File: src/rtl/rv32x_pkg.sv
// ---------------------------------------------------------------------------
// rv32x_pkg
// shared types and constants for the execute unit
// ---------------------------------------------------------------------------
package rv32x_pkg;

    localparam logic [6:0] OPC_R = 7'b0110011;
    localparam logic [6:0] OPC_I = 7'b0010011;
    localparam logic [6:0] OPC_L = 7'b0000011;
    localparam logic [6:0] OPC_S = 7'b0100011;
    localparam logic [6:0] OPC_B = 7'b1100011;

    localparam logic [3:0] ALU_ADD = 4'b0000;
    localparam logic [3:0] ALU_SUB = 4'b1000;
    localparam logic [3:0] ALU_SLL = 4'b0001;
    localparam logic [3:0] ALU_MUL = 4'b0010;
    localparam logic [3:0] ALU_DIV = 4'b0011;
    localparam logic [3:0] ALU_XOR = 4'b0100;
    localparam logic [3:0] ALU_SRL = 4'b0101;
    localparam logic [3:0] ALU_SRA = 4'b1101;
    localparam logic [3:0] ALU_OR  = 4'b0110;
    localparam logic [3:0] ALU_AND = 4'b0111;

    // funct3 values that allow the bit 30 variant
    localparam logic [2:0] F3_ADDSUB = 3'b000;
    localparam logic [2:0] F3_SHR    = 3'b101;

    localparam logic [2:0] F3_BEQ = 3'b000;
    localparam logic [2:0] F3_BNE = 3'b001;
    localparam logic [2:0] F3_BLT = 3'b100;
    localparam logic [2:0] F3_BGE = 3'b101;

    localparam logic [1:0] ST_OK    = 2'd0;
    localparam logic [1:0] ST_OPC   = 2'd1;
    localparam logic [1:0] ST_ADDR  = 2'd2;
    localparam logic [1:0] ST_FUNCT = 2'd3;

    typedef struct packed {
        logic [31:0] instr_word;
        logic [15:0] instr_index;
    } t_in;

    typedef struct packed {
        logic [15:0] next_index;
        logic        branch_taken;
        logic        reg_written;
        logic [4:0]  dest_reg;
        logic [31:0] write_value;
        logic        mem_written;
        logic [4:0]  mem_addr;
        logic [1:0]  status;
    } t_out;

    typedef enum logic [2:0] {
        S_IDLE, S_READ, S_EXEC, S_DIV, S_MEM, S_OUT
    } t_state;

    typedef struct packed {
        logic        start;
        logic [31:0] dividend;
        logic [31:0] divisor;
    } t_div_req;

    typedef struct packed {
        logic        done;
        logic [31:0] quotient;
    } t_div_rsp;

endpackage

File: src/rtl/rv32x_regfile.sv
// ---------------------------------------------------------------------------
// rv32x_regfile
// 32 x 32 register file, two registered read ports, valid bits for reset
// ---------------------------------------------------------------------------
module rv32x_regfile
    import rv32x_pkg::*;
(
    input  logic        i_clk,
    input  logic        i_rst_n,
    input  logic [4:0]  i_raddr_a,
    input  logic [4:0]  i_raddr_b,
    output logic [31:0] o_rdata_a,
    output logic [31:0] o_rdata_b,
    input  logic        i_we,
    input  logic [4:0]  i_waddr,
    input  logic [31:0] i_wdata
);

    logic [31:0] mem_a [32];
    logic [31:0] mem_b [32];
    logic [31:0] r_valid;
    logic [31:0] r_qa, r_qb;
    logic        r_va, r_vb;

    always_ff @(posedge i_clk) begin
        if (i_we) begin
            mem_a[i_waddr] <= i_wdata;
            mem_b[i_waddr] <= i_wdata;
        end
        r_qa <= mem_a[i_raddr_a];
        r_qb <= mem_b[i_raddr_b];
    end

    always_ff @(posedge i_clk) begin
        if (!i_rst_n) begin
            r_valid <= '0;
            r_va <= 1'b0;
            r_vb <= 1'b0;
        end else begin
            if (i_we) r_valid[i_waddr] <= 1'b1;
            r_va <= r_valid[i_raddr_a] && (i_raddr_a != 5'd0);
            r_vb <= r_valid[i_raddr_b] && (i_raddr_b != 5'd0);
        end
    end

    assign o_rdata_a = r_va ? r_qa : '0;
    assign o_rdata_b = r_vb ? r_qb : '0;

endmodule

File: config.mk
export PLATFORM = sky130hd
export DESIGN_NAME = rv32x_regfile
export DESIGN_NICKNAME = d
export VERILOG_FILES = /design/src/rtl/rv32x_pkg.sv /design/src/rtl/rv32x_regfile.sv
export SDC_FILE = /design/constraint.sdc
export NUM_CORES = 1
export LEC_CHECK = 0
export BUFFER_PORTS_ARGS = -buffer_cell sky130_fd_sc_hd__buf_4
export CAP_MARGIN = 20
export CORE_ASPECT_RATIO = 2
export CORE_MARGIN = 10
export CORE_UTILIZATION = 60
export CTS_BUF_LIST = sky130_fd_sc_hd__clkbuf_8
export CTS_CLUSTER_SIZE = 30
export DETAILED_ROUTE_END_ITERATION = 12
export GPL_TIMING_DRIVEN = 0
export PLACE_DENSITY = 0.79
export SLEW_MARGIN = 40
export SYNTH_ARGS = -nofsm -noshare
export SYNTH_HDL_FRONTEND = slang
export SYNTH_SLANG_ARGS = --single-unit
File: constraint.sdc
create_clock -name i_clk -period 6.4 [get_ports i_clk]
set_clock_uncertainty 0.15 [all_clocks]
set_input_delay 0 -clock i_clk [delete_from_list [all_inputs] [get_ports i_clk]]
set_output_delay 0 -clock i_clk [all_outputs]
set_load 0.02 [all_outputs]
* Word-level counts from Yosys, hierarchy flattened
Memories as Yosys holds them, arrays and structs flattened. A register that Yosys moved wholly into a read port is not among the register bits. Index checks and enable logic that the tools add are counted.
Operators by class: $add $sub $neg 0, $mul 0, reduce and logical (&&, ||, !) cells 5, multiplexer cells 10, shifts and indexed selects 0, bitwise operators 1, div/mod/pow operators 0, equality and inequality tests 0, $lt $le $gt $ge 4
Operators by type and width (number):
- 2-to-1 mux 32 bit | 2
- OR 32 bit | 1
- < comparator 5 x 6 -> 1 bit, second input constant | 3
- binary-select mux 1 bit (select 5 bit) | 2
- nonzero test 5 bit | 2
- demux 1 bit (select 5 bit) | 1
- greater-or-equal comparator 5 x 1 -> 1 bit, second input constant | 1
- 2-to-1 mux 1 bit | 5
- logical AND 1 bit | 3
Word-level totals: word-level logic and storage cells 25, bits in latches 0, register bits after elaboration 34, bits of input ports 50, memories 2, output and inout bits 64, bits in writable memories 2048, bits in read-only memories 0
Memory list:
- mem_a | words 32, width 32, read ports 1, clocked after Yosys merged registers in 1, wr ports 1, RTL line rv32x_regfile.sv:19 | logic [31:0] mem_a [32];
- mem_b | words 32, width 32, read ports 1, clocked after Yosys merged registers in 1, wr ports 1, RTL line rv32x_regfile.sv:20 | logic [31:0] mem_b [32];

* Logic depth before layout (Yosys ltp)
word-level depth 5, depth in mapped cells 8, gate-level depth less buffers 5

* Worst setup path before layout
No wires, ideal clock.
path kind input-to-reg, start point input port i_waddr[0], end point memory mem_b[24][0], enable pin, data arrival time 2.045 ns, library setup time 0.423 ns, buffers on the path 1, slack 3.783 ns, required time 5.827 ns, stages on the path 3, cell sequence or3b_2 > clkbuf_1 > nor2_1
RTL lines:
- start: declaration | RTL line rv32x_regfile.sv:15 | input logic [4:0] i_waddr,
- end: declaration | RTL line rv32x_regfile.sv:20
Straight into the memory's write port.

* Worst setup path after layout
start point register r_va, end point output port o_rdata_a[9]
On the way: cells in the longest elaborated chain, start to end 1
RTL lines:
- start: declaration | RTL line rv32x_regfile.sv:23 | logic r_va, r_vb;
- start signal: assignment | RTL line rv32x_regfile.sv:41 | r_va <= r_valid[i_raddr_a] && (i_raddr_a != 5'd0);
- 2-to-1 mux 32 bit | RTL line rv32x_regfile.sv:46 | assign o_rdata_a = r_va ? r_qa : '0;
- end: declaration | RTL line rv32x_regfile.sv:12 | output logic [31:0] o_rdata_a,
Every way passes these cells.

==> reports/results.tsv <==
metric	value	unit
synth_edf_count	1024	
grt_use_met2	59.4	%
vdd_drop_max	0.261	mV
synthFlopType	edfxtp_1	
pre_cts_slack	3.78	ns
firstDrtPassIters	6	
ios	114	
setup_tns	0	ns
dp.cells	3759	
min_path_type	in2reg	
layout_commonest_cell	edfxtp_1	
critPathKind	reg2out	
layout_common_cells	edfxtp_1, mux4_2, o22ai_1	
crit_path_end_kind	primary output	
power.density	260	nW/um2
gp_congestion	1.03	
arrival	2.87	ns
worst_pin_slew	1.05	ns
cp_slowest_cell	dfxtp_1	
layout-drive-gt1-share	35.7	%
rows	149	
drc	0	
grt_max_degree	33	
initialDrtViolationCount	4841	
maxCapViolCount	0	
final_cells	4131	
antenna_found_initial	5	
synth.largest_area_cell	edfxtp_1	
cp-start-kind	register	
clk_latency	0.85	ns
syn_area_per_cell	19.7	um2
viasPerCell	7.68	
grt_use_total	36.0	%
numClockSinks	1121	
async_flop_share	0	%
grt_pass1_wl	240000	um
p_leak	0.0190	uW
fp.dieW	223	um
grt.overflow.total	0	
crit_chain	clkbuf_1, and2_1, buf_4	
busiest_layer	met2	
cp_num_buf_inv	2	
post-route-min-period	3.02	ns
rsz0062_at_grt	no	
die_area	95400	um2
num-fill-cells	4917	
wl_per_cell	41.5	um
fin_crit_sh	47.2	%
grt_pass1_vias	33536	
cts_hold_buf	96	
cts_setup_buffers	0	
setup_slack	3.38	ns
worst-endpoint-required	6.25	ns
htree_levels	4	
syn_to_final_growth	16.0	%
ant_nets	0	
syn_area	49700	um2
cts_tree	done	
cts_buffers	150	
synthTopCellsByArea	edfxtp_1, mux4_2, dfxtp_1	
synth_cell_type_count	44	
fin_total_pwr	15000	uW
syn_inst	2516	
ys_seq_area_share	65.8	%
synth-seq-cells	1121	
core	82200	um2
setup_viol	0	
cts-root-buf	clkbuf_8	
floorplan.initialDensity	60.4	%
stdcell_area	57600	um2
max_freq	0.331	GHz
dpl_cell_area	53800	um2
crit_fanout	10	
multi_input_area	16000	um2
place.port_buffers	108	
grt.met1_usage	37.9	%
vias	31741	
cp_top_family	buffers and inverters	
routed_wirelength	171000	um
hold_viol	0	
synth_warnings	0	
clk_pin_slew_worst_paths	0.06	ns
cp_slowest_stage_delay	0.86	ns
status	finished, final reports clean	
hpwlAfterDp	118000	um
use_met3	9.16	%
die_h	427	um
cts-resized-gates	0	
yosys.area.top_type_share	61.9	%
drv_slew	0	
cts_buffer_depth	3	
seq_area	32700	um2
final_nets	3005	
syn-num-nets	2566	
relSlewSlack	30.2	%
[power by group]
group	internal (uW)	total, uW	switching [uW]
sequential	8120	8180	59.0
combinational	579	1470	893
clock	2600	5320	2720
total	11300	15000	3670
[worst paths after layout]
path / start / endpoint / slack [ns] / cells past startpoint
worst max-delay path: r_va / o_rdata_a[9] / 3.38 / 3
worst max register to register: r_valid[2] / r_va / 3.87 / 6
worst min-delay path: i_wdata[28] / mem_b[15][28] / 0.0004 / 2
worst min register to register: r_valid[14] / r_valid[14] / 0.34 / 1
[stage by stage]
stage | utilization (%) | hold WS, ns
after floorplan | - | -0.0511
after global placement | 63.0 | 0.252
after detailed placement | 65.4 | 0.261
after CTS | 70.1 | 0.0139
after global routing | 70.1 | 0.0241
final | 70.1 | 0.000354
[worst register-to-register path: cells and delay by family, from the launching register on]
| family | cells | cell delay [ns] |
|---|---|---|
| DFF | 1 | 0.33 |
| buffers and inverters | 2 | 1.15 |
| AOI/OAI and AO/OA | 1 | 0.09 |
| and+or+nand+nor | 2 | 0.25 |
| muxes | 1 | 0.46 |
[per-layer routing]
layer / up-vias / routed length (um)
met3: 996 / 19900
met2: 3030 / 85000
met4: 0 / 17900
met1: 15899 / 48700
li1: 11816 / -
met5: - / 0
[synthesized netlist by cell type, types with 2 or more instances]
cell type / n
nand2b_1: 3
nor2b_1: 12
a211oi_2: 31
or3b_2: 2
a2111oi_0: 2
a22oi_1: 66
a31oi_1: 2
o21a_1: 31
nor2_1: 37
dfxtp_1: 97
mux4_2: 452
and2_1: 66
nand3_1: 7
a311o_1: 2
clkbuf_4: 4
nor4b_1: 2
o22ai_1: 192
or3_1: 3
nand2_1: 9
nand3b_1: 9
buf_1: 7
a311oi_1: 2
a221oi_1: 2
edfxtp_1: 1024
buf_4: 24
buf_6: 32
nand2_2: 2
mux2i_1: 143
buf_2: 75
a211oi_1: 100
clkbuf_1: 61
mux2_2: 3
[cell type report]
cell class              count  area share, %
diodes                      3         0.0130
plain buffers             206           2.23
clock buffers             171           4.09
clock inverters            97          0.882
multi-input cells        1189           27.7
flip-flops and latches   1121           56.7
well taps                1057           2.30
repair buffers            287           6.03
[cells by family after synthesis]
family	after synthesis	synth area share, %
compound gates	436	6.45
flops	1121	65.8
buf+inv	206	2.50
mux	598	23.5
simple gates	155	1.75
[registers in the layout (all words and copies together) (netlist names)]
signal   cells
mem_a       32
r_valid     31
r_qa        32
r_va         1
mem_b      992
r_vb         1
r_qb        32
Power figures use the tool's default switching activity.
