<file path="config.mk">
export PLATFORM = sky130hd
export DESIGN_NAME = rv32x_divider
export DESIGN_NICKNAME = d
export VERILOG_FILES = /design/src/rtl/rv32x_pkg.sv /design/src/rtl/rv32x_divider.sv
export SDC_FILE = /design/constraint.sdc
export NUM_CORES = 1
export LEC_CHECK = 0
export ABC_AREA = 0
export BUFFER_PORTS_ARGS = -buffer_cell sky130_fd_sc_hd__buf_2
export CAP_MARGIN = 20
export CORE_ASPECT_RATIO = 1.75
export CORE_UTILIZATION = 65
export CTS_CLUSTER_DIAMETER = 30
export CTS_CLUSTER_SIZE = 25
export DETAILED_ROUTE_END_ITERATION = 10
export PLACE_DENSITY = 0.87
export SETUP_SLACK_MARGIN = 0.3
export SLEW_MARGIN = 5
export SYNTH_ARGS = -nofsm -noshare
export SYNTH_HDL_FRONTEND = slang
export SYNTH_SLANG_ARGS = --single-unit
</file>
<file path="constraint.sdc">
create_clock -name i_clk -period 5.2 [get_ports i_clk]
set_input_delay 0.78 -clock i_clk [delete_from_list [all_inputs] [get_ports i_clk]]
set_output_delay 0.78 -clock i_clk [all_outputs]
set_load 0.05 [all_outputs]
</file>
<file path="src/rtl/rv32x_pkg.sv">
// ---------------------------------------------------------------------------
// rv32x_pkg
// shared types and constants for the execute unit
// ---------------------------------------------------------------------------
package rv32x_pkg;

    localparam logic [6:0] OPC_R = 7'b0110011;
    localparam logic [6:0] OPC_I = 7'b0010011;
    localparam logic [6:0] OPC_L = 7'b0000011;
    localparam logic [6:0] OPC_S = 7'b0100011;
    localparam logic [6:0] OPC_B = 7'b1100011;

    localparam logic [3:0] ALU_ADD = 4'b0000;
    localparam logic [3:0] ALU_SUB = 4'b1000;
    localparam logic [3:0] ALU_SLL = 4'b0001;
    localparam logic [3:0] ALU_MUL = 4'b0010;
    localparam logic [3:0] ALU_DIV = 4'b0011;
    localparam logic [3:0] ALU_XOR = 4'b0100;
    localparam logic [3:0] ALU_SRL = 4'b0101;
    localparam logic [3:0] ALU_SRA = 4'b1101;
    localparam logic [3:0] ALU_OR  = 4'b0110;
    localparam logic [3:0] ALU_AND = 4'b0111;

    // funct3 values that allow the bit 30 variant
    localparam logic [2:0] F3_ADDSUB = 3'b000;
    localparam logic [2:0] F3_SHR    = 3'b101;

    localparam logic [2:0] F3_BEQ = 3'b000;
    localparam logic [2:0] F3_BNE = 3'b001;
    localparam logic [2:0] F3_BLT = 3'b100;
    localparam logic [2:0] F3_BGE = 3'b101;

    localparam logic [1:0] ST_OK    = 2'd0;
    localparam logic [1:0] ST_OPC   = 2'd1;
    localparam logic [1:0] ST_ADDR  = 2'd2;
    localparam logic [1:0] ST_FUNCT = 2'd3;

    typedef struct packed {
        logic [31:0] instr_word;
        logic [15:0] instr_index;
    } t_in;

    typedef struct packed {
        logic [15:0] next_index;
        logic        branch_taken;
        logic        reg_written;
        logic [4:0]  dest_reg;
        logic [31:0] write_value;
        logic        mem_written;
        logic [4:0]  mem_addr;
        logic [1:0]  status;
    } t_out;

    typedef enum logic [2:0] {
        S_IDLE, S_READ, S_EXEC, S_DIV, S_MEM, S_OUT
    } t_state;

    typedef struct packed {
        logic        start;
        logic [31:0] dividend;
        logic [31:0] divisor;
    } t_div_req;

    typedef struct packed {
        logic        done;
        logic [31:0] quotient;
    } t_div_rsp;

endpackage

</file>
<file path="src/rtl/rv32x_divider.sv">
// ---------------------------------------------------------------------------
// rv32x_divider
// signed truncating divider, one quotient bit per cycle
// ---------------------------------------------------------------------------
module rv32x_divider
    import rv32x_pkg::*;
(
    input  logic     i_clk,
    input  logic     i_rst_n,
    input  t_div_req i_req,
    output t_div_rsp o_rsp
);

    logic [31:0] r_rem, n_rem;
    logic [31:0] r_quo, n_quo;
    logic [31:0] r_den, n_den;
    logic [5:0]  r_cnt, n_cnt;
    logic        r_busy, n_busy;
    logic        r_neg, n_neg;
    logic        r_done, n_done;
    logic [31:0] r_fix, n_fix;
    logic        r_use_fix, n_use_fix;
    logic [32:0] w_trial;
    logic [31:0] w_shift;

    always_comb begin
        n_rem = r_rem; n_quo = r_quo; n_den = r_den; n_cnt = r_cnt;
        n_busy = r_busy; n_neg = r_neg; n_done = 1'b0;
        n_fix = r_fix; n_use_fix = r_use_fix;
        w_shift = {r_rem[30:0], r_quo[31]};
        w_trial = {1'b0, w_shift} - {1'b0, r_den};
        if (i_req.start) begin
            n_rem = '0;
            n_quo = i_req.dividend[31] ? (32'd0 - i_req.dividend) : i_req.dividend;
            n_den = i_req.divisor[31] ? (32'd0 - i_req.divisor) : i_req.divisor;
            n_neg = i_req.dividend[31] ^ i_req.divisor[31];
            n_cnt = 6'd32;
            n_busy = 1'b1;
            // special cases: divide by zero and the one overflow
            n_use_fix = 1'b0;
            n_fix = '0;
            if (i_req.divisor == 32'd0) begin
                n_use_fix = 1'b1;
                n_fix = '1;
            end else if (i_req.dividend == 32'h8000_0000 && i_req.divisor == '1) begin
                n_use_fix = 1'b1;
                n_fix = i_req.dividend;
            end
        end else if (r_busy) begin
            if (!w_trial[32]) begin
                n_rem = w_trial[31:0];
                n_quo = {r_quo[30:0], 1'b1};
            end else begin
                n_rem = w_shift;
                n_quo = {r_quo[30:0], 1'b0};
            end
            n_cnt = r_cnt - 6'd1;
            if (r_cnt == 6'd1) begin
                n_busy = 1'b0;
                n_done = 1'b1;
            end
        end
    end

    always_ff @(posedge i_clk) begin
        if (!i_rst_n) begin
            r_busy <= 1'b0;
            r_done <= 1'b0;
            r_cnt  <= '0;
        end else begin
            r_busy <= n_busy;
            r_done <= n_done;
            r_cnt  <= n_cnt;
        end
        r_rem <= n_rem;
        r_quo <= n_quo;
        r_den <= n_den;
        r_neg <= n_neg;
        r_fix <= n_fix;
        r_use_fix <= n_use_fix;
    end

    assign o_rsp.done = r_done;
    assign o_rsp.quotient = r_use_fix ? r_fix : (r_neg ? (32'd0 - r_quo) : r_quo);

endmodule

</file>
# Word-level counts from Yosys, hierarchy flattened

Cells that the tools add are included.

Add/sub/neg operators: 5
Multiply operators: 0
Div/mod/pow operators: 0
Order comparisons: 0
Eq/ne operators: 3
Shifts and indexed selects: 0
Muxes and demuxes: 16
Bitwise gates (word level): 3
Reductions and logical operators: 5

Operators by type and width:

| operator                                             | number |
|---|---|
| two-way mux 32 bit                                   | 6 |
| subtractor 1 x 32 -> 32 bit (first input constant)   | 3 |
| equality test 32 bit (second input constant)         | 2 |
| two-way mux 31 bit                                   | 2 |
| subtractor 32 x 32 -> 33 bit                         | 1 |
| logical NOT 32 bit                                   | 1 |
| two-way mux 6 bit                                    | 2 |
| equality test 6 x 1 -> 1 bit (second input constant) | 1 |
| two-way mux 1 bit                                    | 6 |
| subtractor 6 x 1 -> 6 bit (second input constant)    | 1 |
| OR reduction 3 bit                                   | 1 |
| NOT 1 bit                                            | 2 |
| nonzero test 2 bit                                   | 1 |
| OR reduction 2 bit                                   | 1 |
| logical AND 1 bit                                    | 1 |
| bitwise XOR 1 bit                                    | 1 |

Register bits after elaboration: 137
Latch bits: 0
RAM bits: 0
ROM bits: 0
Input port bits: 67
Output and inout bits: 33
Word-level logic and storage cells: 43
Memories: 0

# Logic depth before layout (Yosys ltp)

Depth in word-level cells: 4
Mapped depth: 14

# Worst setup path after synthesis

No wires, ideal clock.

Path kind: reg2out
From: register r_quo[8]
To: output o_rsp[26] (netlist bit)
Data arrival time: 3621 ps
Path slack: 799 ps
Cell stages (with the launch flop): 9
Cell sequence: edfxtp_1 or4_1 or3_1 or2_1 or4b_1 o31ai_2 nand2_1 xnor2_1 o21ai_0

RTL lines:

| element                  | RTL line            | text |
|---|---|---|
| start: declaration       | rv32x_divider.sv:15 | `logic [31:0] r_quo, n_quo;` |
| start signal: assignment | rv32x_divider.sv:76 | `r_quo <= n_quo;` |
| end: declaration         | rv32x_divider.sv:11 | `output t_div_rsp o_rsp` |

==> metrics.csv <==
metric,value,unit
status,finished clean,
r2r_setup_slack,1.74,ns
drt_iter0_markers,552,
synth-seq-cells,137,
via_count,8065,
ant_nets,0,
drt-pass1-iter-count,5,
cp_cell_sequence,nor4_1 > nand2_1 > or3_1 > or2_1 > or4b_1 > o31ai_2 > xor2_1 > o21ai_0 > buf_2,
drv_cap,0,
crit_type,reg2out,
hold_depth,2,
finalHoldViolations,0,
dieArea,14600,um2
drv_slew,0,
fillers,996,
clkPwrFrac,0.350,
io_buffers,99,
total_power,3.34,mW
hold_class,reg2reg,
die_w,91.8,um
synth_edf_count,98,
drc,0,
power.density,324,nW/um2
irDropWorstVdd,0.000294,V
hold_path_end,r_cnt[0]$_SDFFE_PP0P_,
die_y,159,um
grt_usage,0.342,
syn_nets,1133,
hold_path_startpoint,r_cnt[0]$_SDFFE_PP0P_,
grt-ovfl-total,0,
p_int,2.22,mW
synth_flop_cell,edfxtp_1,
rsz0062_at_grt,false,
required,4.42,ns
final_cells,1293,
synth_top_cell_by_area,edfxtp_1,
switching_share,0.336,
cpMaxStageDelayCell,or4b_1,
yosysUniqueCellTypes,66,
fp-row-count,57,
min_period_over_period,0.871,
max_clock_freq,221,MHz
slew_headroom,0.298,
clkTransAtPathRegs,0.06,ns
dp.cells,1257,
syn2layout_area_growth,12.7,%
gp_congestion,0.961,
netlist_instances,1027,
synth.area.top_cells,"edfxtp_1 (32%), dfxtp_1 (8.5%), xor2_1 (5.9%)",
crit_path_start_kind,flip-flop,
finalClockSkew,0.0148,ns
ys_seq_area_frac,0.406,
cts.path.max_buffers,2,
wl_per_cell,18.7,um
detail_route.vias_per_cell,6.24,
critPathMaxStageDelay,0.54,ns
reg2reg_to,r_rem[13]$_SDFFE_PP0P_,
clk_latency,0.43,ns
p_switching,1.12,mW
dpl_cell_area,9730,um2
tns,0,ns
holdBufCountCts,0,
r2r-start,r_quo[31]$_DFFE_PP_,
p_leak,4.12,nW
grt_pass1_wl,38.4,mm
final_nets,1206,
grt_max_degree,70,
cts_setup_buffers,0,
grt_pass1_vias,8012,
cts-htree-levels,4,
ios,100,
rr_worst_depth,13,
startpoint,r_quo[4]$_DFFE_PP_,
postLayoutCoreUtil,0.747,
initial_utilization,0.662,
setup-violations-final,0,
wl,24.1,mm
critical_path.max_fanout,4,
synth.cell_area,9170,um2
async_reset_ff_frac,0,
yosys.area.top_type_share,0.321,
seqPwrFrac,0.408,
pwr-share-comb,0.241,
cts.sinks,137,
avgSynthCellArea,8.92,um2
numCtsBuffers,17,
worstMarginPinSlew,1.05,ns
core_area,13800,um2
antenna_found_initial,4,
cts_root_buf,clkbuf_16,
crit_arrival,3.75,ns
final_area,10300,um2
final_layout_size_suffix_gt1_frac,0.142,
place_hpwl,17.2,mm
cp-end-kind,primary output,
cts_tree,yes,
min_period,4.53,ns
yosys_warnings,0,
cts_resized,0,
==> logic make-up (layout without fill, tap and decap cells) <==
family,count (synthesis),after routing,synth area share
AOI/OAI and AO/OA,274,274,0.188
buffers and inverters,103,189,0.0438
DFF,137,137,0.406
adders and majority gates,39,39,0.0541
and+or+nand+nor,337,337,0.174
other,0,3,0
muxes,20,20,0.0221
xor gates and xnor gates,117,117,0.112
==> synthesized netlist by cell type (all sizes together), types with 6 or more instances <==
| cell | n |
|---|---|
| o41ai | 16 |
| a21o | 10 |
| nor3 | 46 |
| o31ai | 22 |
| o21a | 6 |
| nand3 | 13 |
| a21oi | 81 |
| xnor2 | 55 |
| o21ai | 82 |
| mux2i | 18 |
| nor2b | 7 |
| xor2 | 62 |
| nor2 | 103 |
| clkbuf | 44 |
| nand4 | 9 |
| or3 | 10 |
| ha | 38 |
| or4 | 14 |
| buf | 10 |
| edfxtp | 98 |
| nand2b | 11 |
| inv | 49 |
| dfxtp | 39 |
| a211oi | 25 |
| nand2 | 100 |
| nor4 | 8 |
==> cells in the final DEF, fill, tap and decap left out, drive strengths merged, types with 3 or more instances in the layout <==
cell type  Yosys  final
clkinv         0      8
a31oi          4      4
inv           49     55
and3           3      3
diode          0      3
nand4          9      9
or2            5      5
a21o          10     10
dfxtp         39     39
mux2i         18     18
buf           10    108
a22oi          3      3
nand3         13     13
a211oi        25     25
o21bai         4      4
nor3          46     46
edfxtp        98     98
xor2          62     62
nand3b         3      3
a21boi         3      3
clkbuf        44     17
nand2        100    100
ha            38     38
o21a           6      6
or3           10     10
xnor2         55     55
o41ai         16     16
or4           14     14
nand2b        11     11
nor2         103    103
nor2b          7      7
o22ai          3      3
nor4           8      8
o21ai         82     82
a21oi         81     81
o31ai         22     22
==> flip-flops by register name, indices dropped and copies added (netlist names) <==
| register | cells |
|---|---|
| r_den | 32 |
| r_rem | 31 |
| r_quo | 32 |
| r_busy | 1 |
| r_done | 1 |
| r_fix | 32 |
| r_cnt | 6 |
| r_neg | 1 |
| r_use_fix | 1 |
==> power groups by stage <==
stage / Clock (mW) / Combinational (mW) / Sequential (mW)
detailed placement: 0 / 0.785 / 1.38
finish: 1.17 / 0.807 / 1.37
floorplan: 0 / 0.585 / 1.34
global route: 1.23 / 0.878 / 1.37
global placement: 0 / 0.770 / 1.38
CTS: 1.17 / 0.797 / 1.36
==> how the worst max path moves through the flow <==
stage / endpoint / slack, ns / cells after the start
detailed placement: o_rsp[26] / 1.17 / 10
CTS: o_rsp[26] / 0.71 / 10
global route: o_rsp[26] / 0.49 / 10
finish: o_rsp[22] / 0.67 / 9
global placement: o_rsp[22] / 1.24 / 9
floorplan: o_rsp[26] / 0.80 / 8
==> layer usage <==
| layer | global-route usage | up-vias | share of wire |
|---|---|---|---|
| li1 | - | 3855 | - |
| met1 | 0.323 | 3776 | 0.32 |
| met2 | 0.606 | 315 | 0.53 |
| met3 | 0.0716 | 119 | 0.052 |
| met4 | 0.306 | 0 | 0.099 |
| met5 | 0 | - | 0 |
==> per-stage QoR <==
stage / hold slack (ns) / setup WS [ns]
global route: 0.515 / 0.488
global placement: 0.464 / 1.24
floorplan: 0.442 / 0.799
finish: 0.498 / 0.670
detailed placement: 0.486 / 1.17
CTS: 0.494 / 0.712
==> worst max-delay path, delay by kind of cell, from the launching register on <==
family / cells / cell delay, ns
AND/OR/NAND/NOR: 5 / 1.76
AO/OA/AOI/OAI: 2 / 0.67
flip-flops: 1 / 0.45
buffers and inverters: 1 / 0.33
XOR/XNOR: 1 / 0.13
==> layout make-up <==
cell class	instances	area (um2)	area share
flip-flops and latches	137	3720	0.361
clock inverters	15	143	0.0138
repair buffers	108	586	0.0567
clock buffers	17	425	0.0412
diodes	3	7.51	0.000727
multi-input cells	787	5040	0.488
well taps	177	221	0.0214
inverters	49	184	0.0178
(Power assumes the default switching activity.)
